### src/rtl/vtt_pkg.sv
`timescale 1ns / 1ps
`default_nettype none
// ---------------------------------------------------------------------------
// vtt_pkg
// Shared types, register codes and helpers for the velocity twist transform.
// ---------------------------------------------------------------------------
package vtt_pkg;

  // Register file geometry: four 48-bit registers on an 8-byte stride.
  localparam int REG_W   = 48;
  localparam int DATA_W  = 64;
  localparam int ADDR_W  = 5;
  localparam int ELEM_W  = 16;

  // Datapath widths.
  localparam int PROD_W  = 2 * ELEM_W;        // Q2.14 x Q8.8 product
  localparam int SUM_W   = PROD_W + 2;        // sum of three products
  localparam int ROT_FRAC = 14;
  localparam int RW_W    = SUM_W - ROT_FRAC;  // rotated component
  localparam int XP_W    = ELEM_W + RW_W;     // t x rw partial product
  localparam int XD_W    = XP_W + 1;          // difference of two partials
  localparam int TR_FRAC = 8;
  localparam int CX_W    = XD_W - TR_FRAC;    // cross product term
  localparam int ACC_W   = CX_W + 1;          // final linear sum

  // Register codes (paddr[4:3]).
  typedef enum logic [1:0] {
    REG_ROT_ROW0  = 2'd0,
    REG_ROT_ROW1  = 2'd1,
    REG_ROT_ROW2  = 2'd2,
    REG_TRANS_VEC = 2'd3
  } reg_code_t;

  // Reset values: identity rotation, zero translation.
  localparam logic [REG_W-1:0] ROT_ROW0_RST  = 48'h0000_0000_4000;
  localparam logic [REG_W-1:0] ROT_ROW1_RST  = 48'h0000_4000_0000;
  localparam logic [REG_W-1:0] ROT_ROW2_RST  = 48'h4000_0000_0000;
  localparam logic [REG_W-1:0] TRANS_VEC_RST = 48'h0000_0000_0000;

  // Per-lane pipeline load enables.
  typedef struct packed {
    logic s1;
    logic s2;
  } lane_en_t;

  // Saturated component and its clip flag.
  typedef struct packed {
    logic              flag;
    logic [ELEM_W-1:0] val;
  } sat_t;

  // Clip a wide signed value to 16 bits.
  function automatic sat_t sat16(input logic signed [ACC_W-1:0] x);
    sat_t r;
    if (x > $signed(ACC_W'(32767))) begin
      r.flag = 1'b1;
      r.val  = 16'h7fff;
    end else if (x < -$signed(ACC_W'(32768))) begin
      r.flag = 1'b1;
      r.val  = 16'h8000;
    end else begin
      r.flag = 1'b0;
      r.val  = x[ELEM_W-1:0];
    end
    return r;
  endfunction

endpackage : vtt_pkg
`default_nettype wire

### src/rtl/vtt_lane.sv
`timescale 1ns / 1ps
`default_nettype none
// ---------------------------------------------------------------------------
// vtt_lane
// One rotation row: forms R[i] . v and R[i] . w over two pipeline stages.
// ---------------------------------------------------------------------------
module vtt_lane (
  input  wire                               clk,
  input  wire        vtt_pkg::lane_en_t     en,
  input  wire        [vtt_pkg::REG_W-1:0]   row,
  input  wire        [vtt_pkg::REG_W-1:0]   vel_lin,
  input  wire        [vtt_pkg::REG_W-1:0]   vel_ang,
  output logic signed [vtt_pkg::RW_W-1:0]   rv,
  output logic signed [vtt_pkg::RW_W-1:0]   rw
);
  import vtt_pkg::*;

  logic signed [PROD_W-1:0] pv [3];
  logic signed [PROD_W-1:0] pw [3];
  logic signed [SUM_W-1:0]  sum_v;
  logic signed [SUM_W-1:0]  sum_w;

  // Stage 1: the six element products of this row.
  always_ff @(posedge clk) begin
    if (en.s1) begin
      for (int j = 0; j < 3; j++) begin
        pv[j] <= $signed(row[ELEM_W*j +: ELEM_W]) * $signed(vel_lin[ELEM_W*j +: ELEM_W]);
        pw[j] <= $signed(row[ELEM_W*j +: ELEM_W]) * $signed(vel_ang[ELEM_W*j +: ELEM_W]);
      end
    end
  end

  // Sum the products at full width.
  always_comb begin
    sum_v = SUM_W'(pv[0]) + SUM_W'(pv[1]) + SUM_W'(pv[2]);
    sum_w = SUM_W'(pw[0]) + SUM_W'(pw[1]) + SUM_W'(pw[2]);
  end

  // Stage 2: drop the rotation fraction bits (floor).
  always_ff @(posedge clk) begin
    if (en.s2) begin
      rv <= sum_v[SUM_W-1:ROT_FRAC];
      rw <= sum_w[SUM_W-1:ROT_FRAC];
    end
  end

endmodule : vtt_lane
`default_nettype wire

### config.mk
export PLATFORM = sky130hd
export DESIGN_NAME = vtt_lane
export DESIGN_NICKNAME = d
export VERILOG_FILES = /design/src/rtl/vtt_pkg.sv /design/src/rtl/vtt_lane.sv
export SDC_FILE = /design/constraint.sdc
export NUM_CORES = 2
export LEC_CHECK = 0
export BUFFER_PORTS_ARGS = -buffer_cell sky130_fd_sc_hd__buf_2
export CORE_ASPECT_RATIO = 1.1
export CORE_MARGIN = 2
export CORE_UTILIZATION = 34
export CTS_BUF_LIST = sky130_fd_sc_hd__clkbuf_4 sky130_fd_sc_hd__clkbuf_8
export CTS_CLUSTER_SIZE = 20
export DETAILED_ROUTE_END_ITERATION = 10
export GPL_ROUTABILITY_DRIVEN = 1
export GPL_TIMING_DRIVEN = 0
export PLACE_DENSITY_LB_ADDON = 0.12
export SETUP_SLACK_MARGIN = 0.1
export SLEW_MARGIN = 10
export SYNTH_ARGS = -nofsm -noshare
export SYNTH_HDL_FRONTEND = slang
export SYNTH_SLANG_ARGS = --single-unit
### constraint.sdc
create_clock -name clk -period 7.01 [get_ports clk]
set_input_delay 0.3505 -clock clk [delete_from_list [all_inputs] [get_ports clk]]
set_output_delay 0.3505 -clock clk [all_outputs]
set_load 0.005 [all_outputs]
After elaboration in Yosys (flattened, before gate mapping). Memory sizes are Yosys's and may differ from the RTL's. Cells that the tools add are included.

Add/subtract/negate cells: 4. Multiply operators: 6. Multiplexer cells: 2.

Operators by type and width (count): $mul A16 B16 Y32 (6); $add A33 B32 Y34 (2); $add A32 B32 Y33 (2); $mux W1 (2).

Flip-flop bits (word level): 40. RAM bits: 192. Input bits: 147. Output and inout port bits: 40. Word-level logic and storage cells: 16. Memories kept: 2.

Memory list: pv (depth 3, width 32, rd ports 3, clocked after memory_dff 0, wr ports 3, RTL line vtt_lane.sv:18) `logic signed [PROD_W-1:0] pv [3];`; pw (depth 3, width 32, rd ports 3, clocked after memory_dff 0, wr ports 3, RTL line vtt_lane.sv:19) `logic signed [PROD_W-1:0] pw [3];`.

Depth between registers and ports, before layout.
Depth after elaboration: 2. Mapped depth: 25. Gate-level depth less buffers: 23.

Worst setup path after synthesis. Ideal clock, no wire load.

Path type: input to register. Start: in vel_lin[33] (netlist name). End: mem pv[0][95] (netlist name) (data pin). Library setup time: 0.258 ns. Arrival time: 6.156 ns. Data required time: 6.752 ns. Setup slack: 0.596 ns. Stages on the path: 23. Path buffers: 2. Path through: clkbuf_1 > nand2_1 > inv_1 > fa_1 > inv_1 > fa_1 > fa_1 > inv_1 > fa_1 > fa_1 > inv_1 > fa_1 > inv_1 > ha_1 > buf_6 > a2111o_1 > o22a_1 > a311o_1 > a2111oi_4 > nor3_2 > a2111oi_4 > a21oi_2 > xnor2_1.

RTL lines: start, declared (RTL line vtt_lane.sv:11) `input wire [vtt_pkg::REG_W-1:0] vel_lin,`; end, declared (RTL line vtt_lane.sv:18).

==> results.txt <==
- Status: finished clean
* Ratio of final minimum period to clock period: 0.970
- Clock Path Buffers: 3
- Starting density of the core: 0.343
- Final WL: 218 mm
* Number of enable flip-flop cells after synthesis: 232
- The die is 435 um wide.
- Crit path time final: 6800 ps
* Clock tree from TritonCTS: done
* Number of top-level design ports: 187
- Count of input and output buffers: 186
* Simple-gate share of the synthesized area: 0.139
- The mapped netlist covers 0.0694 mm^2.
- Launch point of the worst path: row[44]
* Fraction of the mapped netlist area in compound gates: 0.0518
* Depth of the most critical reg-to-reg path: 11
- Setup repair after global routing could not meet its margin everywhere.
- Data on the critical path is required at its endpoint by 7410 ps.
- Aggregate global routing overflow: 0
* Slew @ Worst Pin: 1050 ps
- Leaving out fill and tap cells, the most frequent cell in the layout is sky130_fd_sc_hd__inv_1.
* Final setup fails: 0
* CTS sink cnt: 232
- Floorplan die area: 0.208 mm^2
- Count of cell types in the netlist: 76
- The Yosys step of the flow raised 0 warnings.
* Post-route DRC: 0
- When the netlist entered floorplanning its net count stood at 9,450.
- Global-route total usage across every layer: 0.215
- The worst hold path belongs to the class in -> reg.
- Max-cap violations in this run came to 0.
- The number of clock buffers added by TritonCTS is 44.
- CP Launch Type: primary input
- Source-to-sink clock delay at the later pin of the worst-skew pair: 680 ps
- Compared with the post-synthesis result, the final layout area differs by 8.69%.
- Of the cells placed in the final design, the portion with a size suffix greater than 1 is 0.0659.
* Clock root cell: sky130_fd_sc_hd__clkbuf_8
* Routed via count divided by cell count: 4.74
* Critical path type: in -> reg
- The HPWL after detailed placement is 187 mm.
- Core Footprint: 0.202 mm^2
- The worst register-to-register path has a setup slack of 3140 ps.
- Clock-pin slew of the registers on the worst-case setup and hold paths: 70 ps
- In the synthesized netlist the async set-or-reset flop fraction comes to 0.
- Layout net count: 9,680
- The die is 478 um tall.
- Hold Violations, Final: 0
* Count of non-filler cells in the finished layout: 10,100
* Commonest non-fill, non-tap cells in the layout: sky130_fd_sc_hd__inv_1 (1,736), sky130_fd_sc_hd__fa_1 (1,630), sky130_fd_sc_hd__nand2_1 (774)
- Of the total synthesized cell area, the portion taken by XOR and XNOR cells is 0.0284.
- Antenna-violating nets left: 0
* Number of violations reported at the end of detailed-routing iteration 0: 2,489
- In this run the critical register-to-register path is captured at rv[19].
- The number of global-route vias before repair was 52,800.
- CTS HTree Levels: 2
* First-pass GRT wire length: 336 mm
- Worst slew margin: 0.295
- Via count of the routed design: 47,900
- In the final routed layout, each cell accounts on average for 21.5 um.
* Routability-driven placement congestion ratio: 0.897
- The number of slew-limit violations in the final report was 0.
- Main combinational cell family by area after synthesis: adder cells
- Of all nets on the critical path, the largest fanout is 10.
- Cell count after synthesis: 7,113
* Top FF cell, synth: sky130_fd_sc_hd__edfxtp_1
- Arrival time of the worst setup path: 7200 ps
- Sequential element share of the synthesized area: 0.100
- Measured against the total synthesized area, the mux share comes to 0.000902.
- Critical path endpoint category: flip-flop
- Between clock sinks in the finished design, the worst skew comes to 47.7 ps.
- Before antenna repair, the detailed router went through 5 iterations.
* Inst Count DP: 10,000
* Worst setup path endpoint: pw[0][92]
- Largest net degree at the start of global routing: 102
* Synth Register Bits: 232
- Number of antenna violations at the first check in global routing: 32
* Site row count: 173
- Of the total synthesized cell area, the portion taken by full adders, half adders and majority gates is 0.572.
- After synthesis, the mean cell area works out to 9.76 um^2.
- Static timing analysis puts the maximum clock frequency at 147 MHz.
- The startpoint identified for the worst register-to-register timing path is pv[0][3].
[cell usage after synthesis (all sizes together) (25+ instances only)]
| cell type | number | area share |
|---|---|---|
| fa | 1634 | 0.47 |
| nor3 | 53 | 0.0039 |
| o21a | 31 | 0.0034 |
| nand2 | 774 | 0.042 |
| edfxtp | 232 | 0.10 |
| xnor2 | 172 | 0.022 |
| and2 | 747 | 0.067 |
| ha | 556 | 0.10 |
| xor2 | 53 | 0.0067 |
| o21bai | 32 | 0.0035 |
| a21oi | 144 | 0.010 |
| a21o | 81 | 0.0088 |
| nor2 | 191 | 0.010 |
| nand2b | 39 | 0.0035 |
| clkbuf | 253 | 0.014 |
| a211oi | 26 | 0.0030 |
| inv | 1736 | 0.094 |
| nand3 | 37 | 0.0027 |
| and3 | 25 | 0.0023 |
| o21ai | 80 | 0.0058 |
[worst min path at each step]
| stage | end | slack (ps) | start | cells past startpoint |
|---|---|---|---|---|
| floorplan | pv[0][0] | 460 | en[1] | 0 |
| global placement | rw[9] | 750 | rw[9] | 1 |
| detailed placement | pw[0][26] | 650 | en[1] | 1 |
| CTS | pw[0][0] | 80 | vel_ang[0] | 2 |
| global route | pv[0][32] | 110 | vel_lin[16] | 2 |
| finish | pw[0][0] | 130 | vel_ang[0] | 2 |
[through the flow]
| stage | TNS [ps] | setup WS, ps | hold WS, ps | util | instance area [um^2] |
|---|---|---|---|---|---|
| floorplan | 0 | 596 | 463 | - | 69400 |
| global placement | -55640 | -2950 | 746 | 0.364 | 73700 |
| detailed placement | -47730 | -1860 | 646 | 0.365 | 73900 |
| CTS | 0 | 61.8 | 80.3 | 0.372 | 75200 |
| global route | 0 | 65.1 | 108 | 0.373 | 75400 |
| finish | 0 | 212 | 131 | 0.373 | 75400 |
[cells by family after synthesis]
kind of cell	count (synthesis)
AOI/OAI and AO/OA	530
DFF	232
xor gates and xnor gates	225
and+or+nand+nor	1938
adders and majority gates	2190
buffers and inverters	1992
muxes	6
[registers in the layout (all words and copies together) (netlist names)]
register  count
pv           96
pw           96
rv           20
rw           20
[routing by layer]
metal  track usage  part of all wire  vias up
met1         0.294              0.44    24900
met2         0.363              0.48     1039
li1              -                 -    21700
met5             0           0.00047        -
met3        0.0283             0.046      249
met4        0.0464             0.026       16
[cell type report]
cell class / instances / area, um^2
multi-input combinational: 4889 / 55300
tap: 2712 / 3390
inverter: 1736 / 6520
clock buffer: 46 / 621
sequential: 232 / 6970
fill: 20700 / 127000
timing repair buffer: 197 / 1080
clock inverter: 33 / 384
antenna: 7 / 17.5
buffer: 243 / 1160
[what timing repair did]
action                     4_1_cts  5_1_grt
pin swaps                        4        7
setup endpoints to repair       31       25
hold buffers                     1        0
gates resized for setup        114      199
setup buffers                    0        4
hold endpoints to repair        11        0
[worst max-delay path, cell delays in order]
cell and delay (ps):
sky130_fd_sc_hd__buf_2 150, sky130_fd_sc_hd__clkbuf_2 280, sky130_fd_sc_hd__and2_1 240, sky130_fd_sc_hd__fa_1 540
sky130_fd_sc_hd__inv_1 90, sky130_fd_sc_hd__fa_1 410, sky130_fd_sc_hd__fa_1 560, sky130_fd_sc_hd__inv_1 60
sky130_fd_sc_hd__fa_1 510, sky130_fd_sc_hd__fa_1 490, sky130_fd_sc_hd__inv_1 50, sky130_fd_sc_hd__fa_1 540
sky130_fd_sc_hd__inv_1 60, sky130_fd_sc_hd__ha_1 260, sky130_fd_sc_hd__clkbuf_2 180, sky130_fd_sc_hd__and3_1 230
sky130_fd_sc_hd__and3_1 210, sky130_fd_sc_hd__nand4_1 230, sky130_fd_sc_hd__buf_4 220, sky130_fd_sc_hd__o311ai_4 330
sky130_fd_sc_hd__a21oi_1 180, sky130_fd_sc_hd__a21oi_2 240, sky130_fd_sc_hd__a41o_1 240, sky130_fd_sc_hd__nor2_1 100
sky130_fd_sc_hd__xnor2_4 440
Power is not shown: default switching activity piles up to over one toggle a cycle in this logic, so the estimate is an artifact.
