## src/rtl/vtt_pkg.sv

```systemverilog
`timescale 1ns / 1ps
`default_nettype none
// ---------------------------------------------------------------------------
// vtt_pkg
// Shared types, register codes and helpers for the velocity twist transform.
// ---------------------------------------------------------------------------
package vtt_pkg;

  // Register file geometry: four 48-bit registers on an 8-byte stride.
  localparam int REG_W   = 48;
  localparam int DATA_W  = 64;
  localparam int ADDR_W  = 5;
  localparam int ELEM_W  = 16;

  // Datapath widths.
  localparam int PROD_W  = 2 * ELEM_W;        // Q2.14 x Q8.8 product
  localparam int SUM_W   = PROD_W + 2;        // sum of three products
  localparam int ROT_FRAC = 14;
  localparam int RW_W    = SUM_W - ROT_FRAC;  // rotated component
  localparam int XP_W    = ELEM_W + RW_W;     // t x rw partial product
  localparam int XD_W    = XP_W + 1;          // difference of two partials
  localparam int TR_FRAC = 8;
  localparam int CX_W    = XD_W - TR_FRAC;    // cross product term
  localparam int ACC_W   = CX_W + 1;          // final linear sum

  // Register codes (paddr[4:3]).
  typedef enum logic [1:0] {
    REG_ROT_ROW0  = 2'd0,
    REG_ROT_ROW1  = 2'd1,
    REG_ROT_ROW2  = 2'd2,
    REG_TRANS_VEC = 2'd3
  } reg_code_t;

  // Reset values: identity rotation, zero translation.
  localparam logic [REG_W-1:0] ROT_ROW0_RST  = 48'h0000_0000_4000;
  localparam logic [REG_W-1:0] ROT_ROW1_RST  = 48'h0000_4000_0000;
  localparam logic [REG_W-1:0] ROT_ROW2_RST  = 48'h4000_0000_0000;
  localparam logic [REG_W-1:0] TRANS_VEC_RST = 48'h0000_0000_0000;

  // Per-lane pipeline load enables.
  typedef struct packed {
    logic s1;
    logic s2;
  } lane_en_t;

  // Saturated component and its clip flag.
  typedef struct packed {
    logic              flag;
    logic [ELEM_W-1:0] val;
  } sat_t;

  // Clip a wide signed value to 16 bits.
  function automatic sat_t sat16(input logic signed [ACC_W-1:0] x);
    sat_t r;
    if (x > $signed(ACC_W'(32767))) begin
      r.flag = 1'b1;
      r.val  = 16'h7fff;
    end else if (x < -$signed(ACC_W'(32768))) begin
      r.flag = 1'b1;
      r.val  = 16'h8000;
    end else begin
      r.flag = 1'b0;
      r.val  = x[ELEM_W-1:0];
    end
    return r;
  endfunction

endpackage : vtt_pkg
`default_nettype wire

```

## src/rtl/vtt_merge.sv

```systemverilog
`timescale 1ns / 1ps
`default_nettype none
// ---------------------------------------------------------------------------
// vtt_merge
// Combines the lane results: adds the cross term, saturates, sets the flag.
// ---------------------------------------------------------------------------
module vtt_merge (
  input  wire                                clk,
  input  wire                                en,
  input  wire signed [vtt_pkg::XP_W-1:0]     xp_a [3],
  input  wire signed [vtt_pkg::XP_W-1:0]     xp_b [3],
  input  wire signed [vtt_pkg::RW_W-1:0]     rv [3],
  input  wire signed [vtt_pkg::RW_W-1:0]     rw [3],
  output logic       [vtt_pkg::ELEM_W-1:0]   lin [3],
  output logic       [vtt_pkg::ELEM_W-1:0]   ang [3],
  output logic                               sat_flag
);
  import vtt_pkg::*;

  logic signed [XD_W-1:0]  diff [3];
  logic signed [CX_W-1:0]  cx   [3];
  logic signed [ACC_W-1:0] acc  [3];
  sat_t                    s_lin [3];
  sat_t                    s_ang [3];
  logic                    any_sat;

  // Cross term with floor shift, then linear sum and clipping.
  always_comb begin
    any_sat = 1'b0;
    for (int i = 0; i < 3; i++) begin
      diff[i]  = XD_W'(xp_a[i]) - XD_W'(xp_b[i]);
      cx[i]    = diff[i][XD_W-1:TR_FRAC];
      acc[i]   = ACC_W'(rv[i]) + ACC_W'(cx[i]);
      s_lin[i] = sat16(acc[i]);
      s_ang[i] = sat16(ACC_W'(rw[i]));
      any_sat  = any_sat | s_lin[i].flag | s_ang[i].flag;
    end
  end

  // Output register.
  always_ff @(posedge clk) begin
    if (en) begin
      for (int i = 0; i < 3; i++) begin
        lin[i] <= s_lin[i].val;
        ang[i] <= s_ang[i].val;
      end
      sat_flag <= any_sat;
    end
  end

endmodule : vtt_merge
`default_nettype wire

```

## config.mk

```make
export PLATFORM = sky130hd
export DESIGN_NAME = vtt_merge
export DESIGN_NICKNAME = d
export VERILOG_FILES = /design/src/rtl/vtt_pkg.sv /design/src/rtl/vtt_merge.sv
export SDC_FILE = /design/constraint.sdc
export NUM_CORES = 1
export LEC_CHECK = 0
export BUFFER_PORTS_ARGS = -buffer_cell sky130_fd_sc_hd__buf_2
export CAP_MARGIN = 20
export CORE_AREA = 2 2 167 169
export CTS_CLUSTER_DIAMETER = 120
export CTS_CLUSTER_SIZE = 8
export DETAILED_ROUTE_END_ITERATION = 10
export DIE_AREA = 0 0 169 171
export GPL_TIMING_DRIVEN = 0
export PLACE_DENSITY = 0.75
export SETUP_SLACK_MARGIN = 0.02
export SKIP_CTS_REPAIR_TIMING = 1
export SYNTH_ARGS = -nofsm -noshare
export SYNTH_HDL_FRONTEND = slang
export SYNTH_SLANG_ARGS = --single-unit
```

## constraint.sdc

```tcl
create_clock -name clk -period 17.55 [get_ports clk]
set_input_delay 2.6325 -clock clk [delete_from_list [all_inputs] [get_ports clk]]
set_output_delay 2.6325 -clock clk [all_outputs]
set_load 0.03 [all_outputs]
```

# Word level (Yosys, flattened, before mapping)
# Cells that the tools add are included.
# classes
addsub	6
n_lt_le_gt_ge	12
n_mux	12
n_bitwise	5
# op_table
op	count
17-bit 2-to-1 mux	12
36-bit by 36-bit subtractor with 37-bit output	3
20-bit by 29-bit adder with 30-bit output	3
30-bit by 16-bit greater-than comparator with 1-bit output, second input constant	3
30-bit by 16-bit less-than comparator with 1-bit output, second input constant	3
20-bit by 16-bit greater-than comparator with 1-bit output, second input constant	3
20-bit by 16-bit less-than comparator with 1-bit output, second input constant	3
1-bit bitwise OR	5
# totals
reg_bits	97
in_bits	338
out_inout_bits	97
word_cells	42

# Depth between registers and ports, before layout
# Gate-level depths: netlist of the first run.
# depth
word_depth	10
mapped_depth	28

# Worst setup path after synthesis of the first run
# Ideal clock, no wire load.
# synth_path
path_type	input to register
startpoint	in xp_b[42] in the netlist's numbering
endpoint	reg sat_flag, data pin
setup_ps	272
t_arrival_ps	7673
slack_ps	9605
path_stages	27
path_buffers	1
cell_sequence	inv_1 > ha_1 > a21o_1 > a21o_1 > a221o_1 > a21oi_1 > nor2b_1 > a31oi_1 > nor2b_1 > o21a_1 > o21a_1 > nor2_1 > xnor2_1 > ha_1 > buf_2 > a211o_1 > a21oi_1 > a211oi_1 > a21boi_1 > o2111ai_1 > nand2_1 > a31o_2 > a311o_1 > a211oi_1 > and4_1 > mux2i_1 > or4_1
# synth_via
elab_chain_len	9
elab_cells_between_ends	10
cone_classes	add/sub: 2; order compare: 2; mux: 2; bitwise: 4
# synth_lines
item	line_no	text
start, declared	vtt_merge.sv:11	input wire signed [vtt_pkg::XP_W-1:0] xp_b [3],
36-bit by 36-bit subtractor with 37-bit output (*)	vtt_merge.sv:31	diff[i] = XD_W'(xp_a[i]) - XD_W'(xp_b[i]);
20-bit by 29-bit adder with 30-bit output (*)	vtt_merge.sv:33	acc[i] = ACC_W'(rv[i]) + ACC_W'(cx[i]);
30-bit by 16-bit less-than comparator with 1-bit output	vtt_pkg.sv:58	end else if (x < -$signed(ACC_W'(32768))) begin
17-bit 2-to-1 mux	vtt_pkg.sv:58	
17-bit 2-to-1 mux (*)	vtt_pkg.sv:55	if (x > $signed(ACC_W'(32767))) begin
1-bit bitwise OR (*) (4 in a row)	vtt_merge.sv:36	any_sat = any_sat | s_lin[i].flag | s_ang[i].flag;
net any_sat	vtt_merge.sv:25	logic any_sat;
end signal, assigned	vtt_merge.sv:47	sat_flag <= any_sat;
end, declared	vtt_merge.sv:16	output logic sat_flag
# Mark *: on every way through the listed nets, which the timed path passes. The rest lies on a longest branch.
# A chain may end at the register's enable or synchronous reset.

# Worst setup path in the final report of the first run
# layout_path
startpoint	in xp_a[42] in the netlist's numbering
endpoint	reg lin[17] in the netlist's numbering, data pin
# layout_via
elab_chain_len	4
elab_cells_between_ends	5
cone_classes	add/sub: 2; order compare: 2; mux: 1
# layout_lines
item	line_no	text
start, declared	vtt_merge.sv:10	input wire signed [vtt_pkg::XP_W-1:0] xp_a [3],
36-bit by 36-bit subtractor with 37-bit output (*)	vtt_merge.sv:31	
20-bit by 29-bit adder with 30-bit output (*)	vtt_merge.sv:33	
30-bit by 16-bit less-than comparator with 1-bit output	vtt_pkg.sv:58	
17-bit 2-to-1 mux	vtt_pkg.sv:58	
end signal, assigned by index	vtt_merge.sv:44	lin[i] <= s_lin[i].val;
end, declared	vtt_merge.sv:14	output logic [vtt_pkg::ELEM_W-1:0] lin [3],
# Every way passes the cells marked *; elsewhere a longest branch is shown, timed or not.

==> metrics.txt, run 1 <==
status completed; pre-CTS WS around 8400 ps; Final #Nets ~2,500; All-Layer GR Usage between 20 and 25%; Worst Path Class, Setup in -> reg; flops & latches, synth between 90 and 100; Pwr Density ~90 nW/µm²; most frequent cells in the layout 438 x buf_2, 193 x ha_1, 146 x inv_1; Synth Flop Type edfxtp_1; Worst Hold Class in -> reg; share of total power in the clock network around 15%; cts bufs inserted 9; post-route setup slack 8660 ps; Post-Route Setup TNS 0 ps; GRT overflow 0; Hold Crit Depth 2; Filler cells 2,568; Clock Tree Buf Depth 2; startpoint types primary input; Max Clk Rate roughly 110 MHz; vias in the first global route approximately 12,000; GPL Wtd Cong approximately 0.92; final slew viol count 0; wire per inst between 15 and 20 µm; Area Overhead vs Synth 23.1%; Horiz. Die Dim roughly 170 µm; post-route ant nets 0; peak supply drop 46.7 µV; EDFF count, synth 97; DP HPWL ~30,000 µm; CP max FO 10; CP arrival ~9000 ps; Routed WL roughly 37,000 µm; synth top area cells edfxtp_1 23%, ha_1 19%, a21o_1 7.9%; Hold Vio Cnt, Final 0; drt initial violations 600; initial core utilization 46.2%; Reg clk slew, reported paths roughly 90 ps; leading area contributor after synthesis edfxtp_1; CP Data Required Time between 15,000 and 20,000 ps; P_leak around 7.8 nW; commonest non-fill, non-tap cell in the layout buf_2; Clock Tree Root clkbuf_16; htree depth 3; Worst Tran Pin Value between 900 and 1000 ps; sw power about 0.62 mW; Die H ~170 µm; post-synth top area share 23.1%; Critical Path Source xp_a[42]; CTS tree built; largest net degree at the start of global routing slightly below 60; fin crit share 50.6%; sequential power share between 20 and 25%; synthesized netlist cell count around 1,500; unrepaired setup endpoints after global routing false; Die ar. 28,900 µm²; share of cells above drive strength 1 24.7%; syn avg cell area between 8 and 9 µm²; Seq/Total Area, Yosys roughly 23%; Post-Synthesis Cell Area around 13,000 µm²; Sw Ratio a little under half; Post-route DRC 0; io pins between 400 and 500; PortBufs roughly 430; Hold Path End ang[16]$_SDFFCE_PP1P_; max-cap viol count 0; Core Region between 20,000 and 30,000 µm²; relative slew slack a little under two fifths; Comb pwr share between 60% and 70%; vias post-DR around 13,000; Final setup viols 0; drt pass-1 iters 5; CP endpoint kind flip-flop; internal power roughly 0.75 mW; asr flop ratio synth 0%; hold path startpoint rw[20]; CTS Sinks 97; syn nets ~2,000; Netlist cell types between 70 and 80; first-pass GRT wire length 56,800 µm; warnings from Yosys 0; vias per cell about 5.6; initial antenna violation count 3; Site Rows 61; crit path time final about 8900 ps
## routing by layer
metal  vias up  routed length, µm  track usage [%]
li1       6403                  -                -
met1      5901              16000             31.0
met2       400              17800             42.5
met3        63               1840             2.50
met4         4                996             7.92
met5         -                 20                0
## cell type report
cell class | count | area [µm²] | area share, %
Multi-Input combinational cell | 1225 | 9050 | 58.3
Sequential cell | 97 | 2910 | 18.7
Antenna cell | 1 | 2.50 | 0.0161
Buffer | 27 | 108 | 0.693
Tap cell | 346 | 433 | 2.79
Clock inverter | 7 | 52.6 | 0.338
Clock buffer | 9 | 225 | 1.45
Inverter | 146 | 548 | 3.53
Timing Repair Buffer | 435 | 2200 | 14.2
## stage by stage
step	instance area, µm²	cells	hold slack, ps	utilization (%)	total power [mW]
after floorplan	12600	1495	2750	-	0.948
after global placement	15200	2275	2900	55.7	1.14
after global routing	15500	2292	2540	56.9	1.48
after detailed placement	15300	2276	2910	55.8	1.16
final	15500	2293	2540	56.9	1.37
after CTS	15500	2292	2520	56.9	1.37
## registers in the layout, summed over array words and instances (netlist names)
signal / count
ang: 48
lin: 48
sat_flag: 1
## cell usage after synthesis, types with 7 or more instances
master      n
a211oi_1   13
a21o_1    132
a21oi_1   129
a31oi_1    14
and2_1     12
and3_1     19
and4_1     10
clkbuf_1   22
edfxtp_1   97
ha_1      193
inv_1     146
nand2_1    57
nand2b_1   29
nand3_1    31
nand4_1    18
nor2_1    109
nor2b_1    28
nor3_1     30
nor4_1     13
o211ai_1   13
o21a_1     34
o21ai_0    80
o21bai_1   11
o31ai_1     7
or3_1      10
xnor2_1    87
xor2_1     42
## cell families (layout without fill, tap and decap cells)
logic type                 Yosys count  count (layout)  share of synthesized area [%]
DFF                                 97              97                           23.1
AOI/OAI and AO/OA                  507             507                           26.8
other                                0               1                              0
xor gates and xnor gates           129             129                           8.95
and+or+nand+nor                    386             386                           15.8
adders and majority gates          196             196                           19.6
buffers and inverters              173             624                           5.19
muxes                                7               7                          0.575
## how the worst max path moves through the flow
stage	slack, ps	endpoint
2_1_floorplan	9600	sat_flag$_DFFE_PP_
3_3_place_gp	8480	lin[17]$_SDFFCE_PP1P_
3_5_place_dp	8410	lin[17]$_SDFFCE_PP1P_
4_1_cts	8770	lin[17]$_SDFFCE_PP1P_
5_1_grt	8230	lin[17]$_SDFFCE_PP1P_
6_report	8660	lin[17]$_SDFFCE_PP1P_
## power by group through the flow
stage | sequential [mW] | clock, mW | combinational (mW)
floorplan | 0.400 | 0 | 0.548
detailed placement | 0.323 | 0 | 0.838
global route | 0.322 | 0.216 | 0.939
CTS | 0.319 | 0.211 | 0.844
global placement | 0.323 | 0 | 0.822
finish | 0.318 | 0.203 | 0.848
## worst max-delay path, stage by stage
cell,delay (ps)
buf_2,100
ha_1,310
a21o_1,170
a21o_1,170
a221o_1,290
a21oi_1,310
nor2b_1,160
a31oi_1,290
nor2b_1,140
o21a_1,220
o21a_1,190
nor2_1,120
xnor2_1,110
ha_1,280
buf_2,170
nand3_1,110
nor2_1,180
and3_1,180
a32oi_1,190
a2111oi_1,750
o211ai_1,200
nand2b_1,140
a31oi_1,100
xor2_1,190
nor4_1,490
nor2_1,210
clkbuf_1,260
o21ai_0,360
Power figures use the tool's default switching activity.
==> inputs of run 2 (changes only) <==
--- a/config.mk
+++ b/config.mk
@@ -7,13 +7,13 @@
 export LEC_CHECK = 0
 export BUFFER_PORTS_ARGS = -buffer_cell sky130_fd_sc_hd__buf_2
 export CAP_MARGIN = 20
-export CORE_AREA = 2 2 167 169
+export CORE_MARGIN = 2
+export CORE_UTILIZATION = 47
 export CTS_CLUSTER_DIAMETER = 120
 export CTS_CLUSTER_SIZE = 8
 export DETAILED_ROUTE_END_ITERATION = 10
-export DIE_AREA = 0 0 169 171
 export GPL_TIMING_DRIVEN = 0
-export PLACE_DENSITY = 0.75
+export PLACE_DENSITY = 0.79
 export SETUP_SLACK_MARGIN = 0.02
 export SKIP_CTS_REPAIR_TIMING = 1
 export SYNTH_ARGS = -nofsm -noshare
==> constraint.sdc (replaced) <==
create_clock -name clk -period 7.9 [get_ports clk]
set_input_delay 1.185 -clock clk [delete_from_list [all_inputs] [get_ports clk]]
set_output_delay 1.185 -clock clk [all_outputs]
set_load 0.03 [all_outputs]
==> run 2 against run 1 <==
Compared with the run above: utilization grew 2.4 points; worst hold slack lost 1400 ps; combinational power grew 120%; die area shrank 2.5%; final cell count shrank 0.44%; sequential share of layout area is essentially flat; design area is essentially flat; first-iteration DRC count grew 3.2%; via count grew 1.2%; sequential power grew 120%; critical endpoint unchanged; largest power group unchanged; highest routed layer unchanged.
==> metrics.txt, run 2 (synthesis gave the netlist of run 1 again) <==
sequential power share 23.2% (about the same); io pins 435 (unchanged); largest net degree at the start of global routing 63 (+8.6%); sw power 1.38 mW (+120%); fin crit share 92.9%; Site Rows 59 (-3.3%); Area Overhead vs Synth 23.1% (about the same); GRT overflow 0 (unchanged); commonest non-fill, non-tap cell in the layout buf_2; max-cap viol count 0 (unchanged); Pwr Total 3.07 mW (+120%); Pwr Density 198 nW/µm² (+120%); Horiz. Die Dim 168 µm (-0.67%); Post-route DRC 0 (unchanged); Hold Vio Cnt, Final 0 (unchanged); Worst Tran Pin Value 1010 ps (+93.0 ps); All-Layer GR Usage 25.2% (+1.1 points); relative slew slack 32.7% (-4.9 points); Core Region 26,200 µm² (-4.1%); vias per cell 5.66 (+1.7%); vias post-DR 12,900 (+1.2%); drt pass-1 iters 5 (unchanged); P_leak 7.84 nW (about the same); Clock Tree Buf Depth 2 (unchanged); Worst Hold Class in -> reg; post-route ant nets 0 (unchanged); DP HPWL 30,500 µm (about the same); CP max FO 10 (unchanged); CP arrival 7490 ps (-1530 ps); final slew viol count 0 (unchanged); drt initial violations 619 (+3.2%); CTS Sinks 97 (unchanged); Worst Path Class, Setup in -> reg; internal power 1.69 mW (+130%); CTS tree built; initial core utilization 48.2% (+2.0 points); GPL Wtd Cong 0.925 (+1.0%); biggest regs ang: 48 flops, lin: 48 flops, sat_flag: 1 flops; share of cells above drive strength 1 24.6% (-0.10 points); unrepaired setup endpoints after global routing false; share of total power in the clock network 15.4% (+0.6 points); Routed WL 36,700 µm (about the same); status completed; CP Data Required Time 8040 ps (-9640 ps); Max Clk Rate 136 MHz; wire per inst 16.1 µm (+0.46%); htree depth 3 (unchanged); Final setup viols 0 (unchanged); Comb pwr share 61.4% (-0.5 points); Filler cells 2,360 (-8.1%); peak supply drop 110 µV (+140%); Die ar. 28,200 µm² (-2.5%); cts bufs inserted 9 (unchanged); Reg clk slew, reported paths 80 ps (about the same); Post-Route Setup TNS 0 ps (unchanged); most frequent cells in the layout 438 x buf_2, 193 x ha_1, 146 x inv_1; Sw Ratio 44.8% (-0.44 points); Final #Nets 2,475 (unchanged); PortBufs 434 (unchanged); Die H 168 µm (-1.8%); startpoint types primary input; vias in the first global route 12,400 (+5.1%); first-pass GRT wire length 58,800 µm (+3.6%); CP endpoint kind flip-flop; initial antenna violation count 2 (-1); Clock Tree Root clkbuf_16; crit path time final 7340 ps
==> run 2: cell count changes in the layout (fill, tap and decap cells not counted), sizes merged <==
cell	delta
clkbuf	+1
clkinv	-1
clkinvlp	+1
bufinv	+1
inv	-2
diode	+1
==> run 2: worst max-delay path, stage by stage <==
cell and delay, ps:
buf_2 110, ha_1 320, a21o_1 170, a21o_1 170, a221o_1 280, a21oi_1 310, nor2b_1 150, a31oi_1 290
nor2b_1 150, o21a_1 220, o21a_1 190, nor2_1 140, xnor2_1 80, ha_1 270, buf_2 170, nand3_1 110
nor2_1 170, and3_1 180, a32oi_1 180, a2111oi_1 740, o211ai_1 190, nand2b_1 150, a31oi_1 110, xor2_1 190
nor4_1 470, nor2_1 190, clkbuf_1 260, o21ai_0 330
==> run 2: final cells by class <==
cell class              instances  area [µm²]  area share [%]
diodes                          2        5.00          0.0322
plain buffers                  27         108           0.692
clock buffers                  10         229            1.47
clock inverters                 6        66.3           0.427
inverters                     146         548            3.53
multi-input cells            1225        9050            58.2
flip-flops and latches         97        2910            18.7
well taps                     335         419            2.70
repair buffers                435        2200            14.2
==> run 2: metrics by stage <==
stage	worst slack (ps)	instances	hold slack (ps)	util (%)	area, µm²
floorplan	1400	1495	1300	-	12600
global placement	341	2264	1450	58.1	15200
detailed placement	252	2265	1460	58.2	15200
CTS	571	2281	1080	59.3	15500
global route	152	2282	1090	59.3	15500
finish	558	2283	1100	59.3	15500
==> run 2: power groups by stage <==
stage / clock network, mW / logic, mW / registers [mW]
after global routing: 0.503 / 2.08 / 0.718
final: 0.474 / 1.88 / 0.711
after floorplan: 0 / 1.22 / 0.889
after detailed placement: 0 / 1.86 / 0.722
after global placement: 0 / 1.81 / 0.723
after CTS: 0.488 / 1.87 / 0.711
==> run 2: final timing paths <==
check | from | end | slack (ps) | cells after the start
max | xp_a[42] | lin[17]$_SDFFCE_PP1P_ | 560 | 28
min | rw[22] | ang[18]$_SDFFCE_PP1P_ | 1100 | 2
==> run 2: metal layers <==
layer / vias to the layer above / share of wire (%) / track usage, %
li1: 6400 / - / -
met4: 2 / 3.0 / 9.22
met1: 6001 / 43 / 31.8
met3: 66 / 5.2 / 2.49
met2: 461 / 49 / 44.7
met5: - / 0.035 / 0
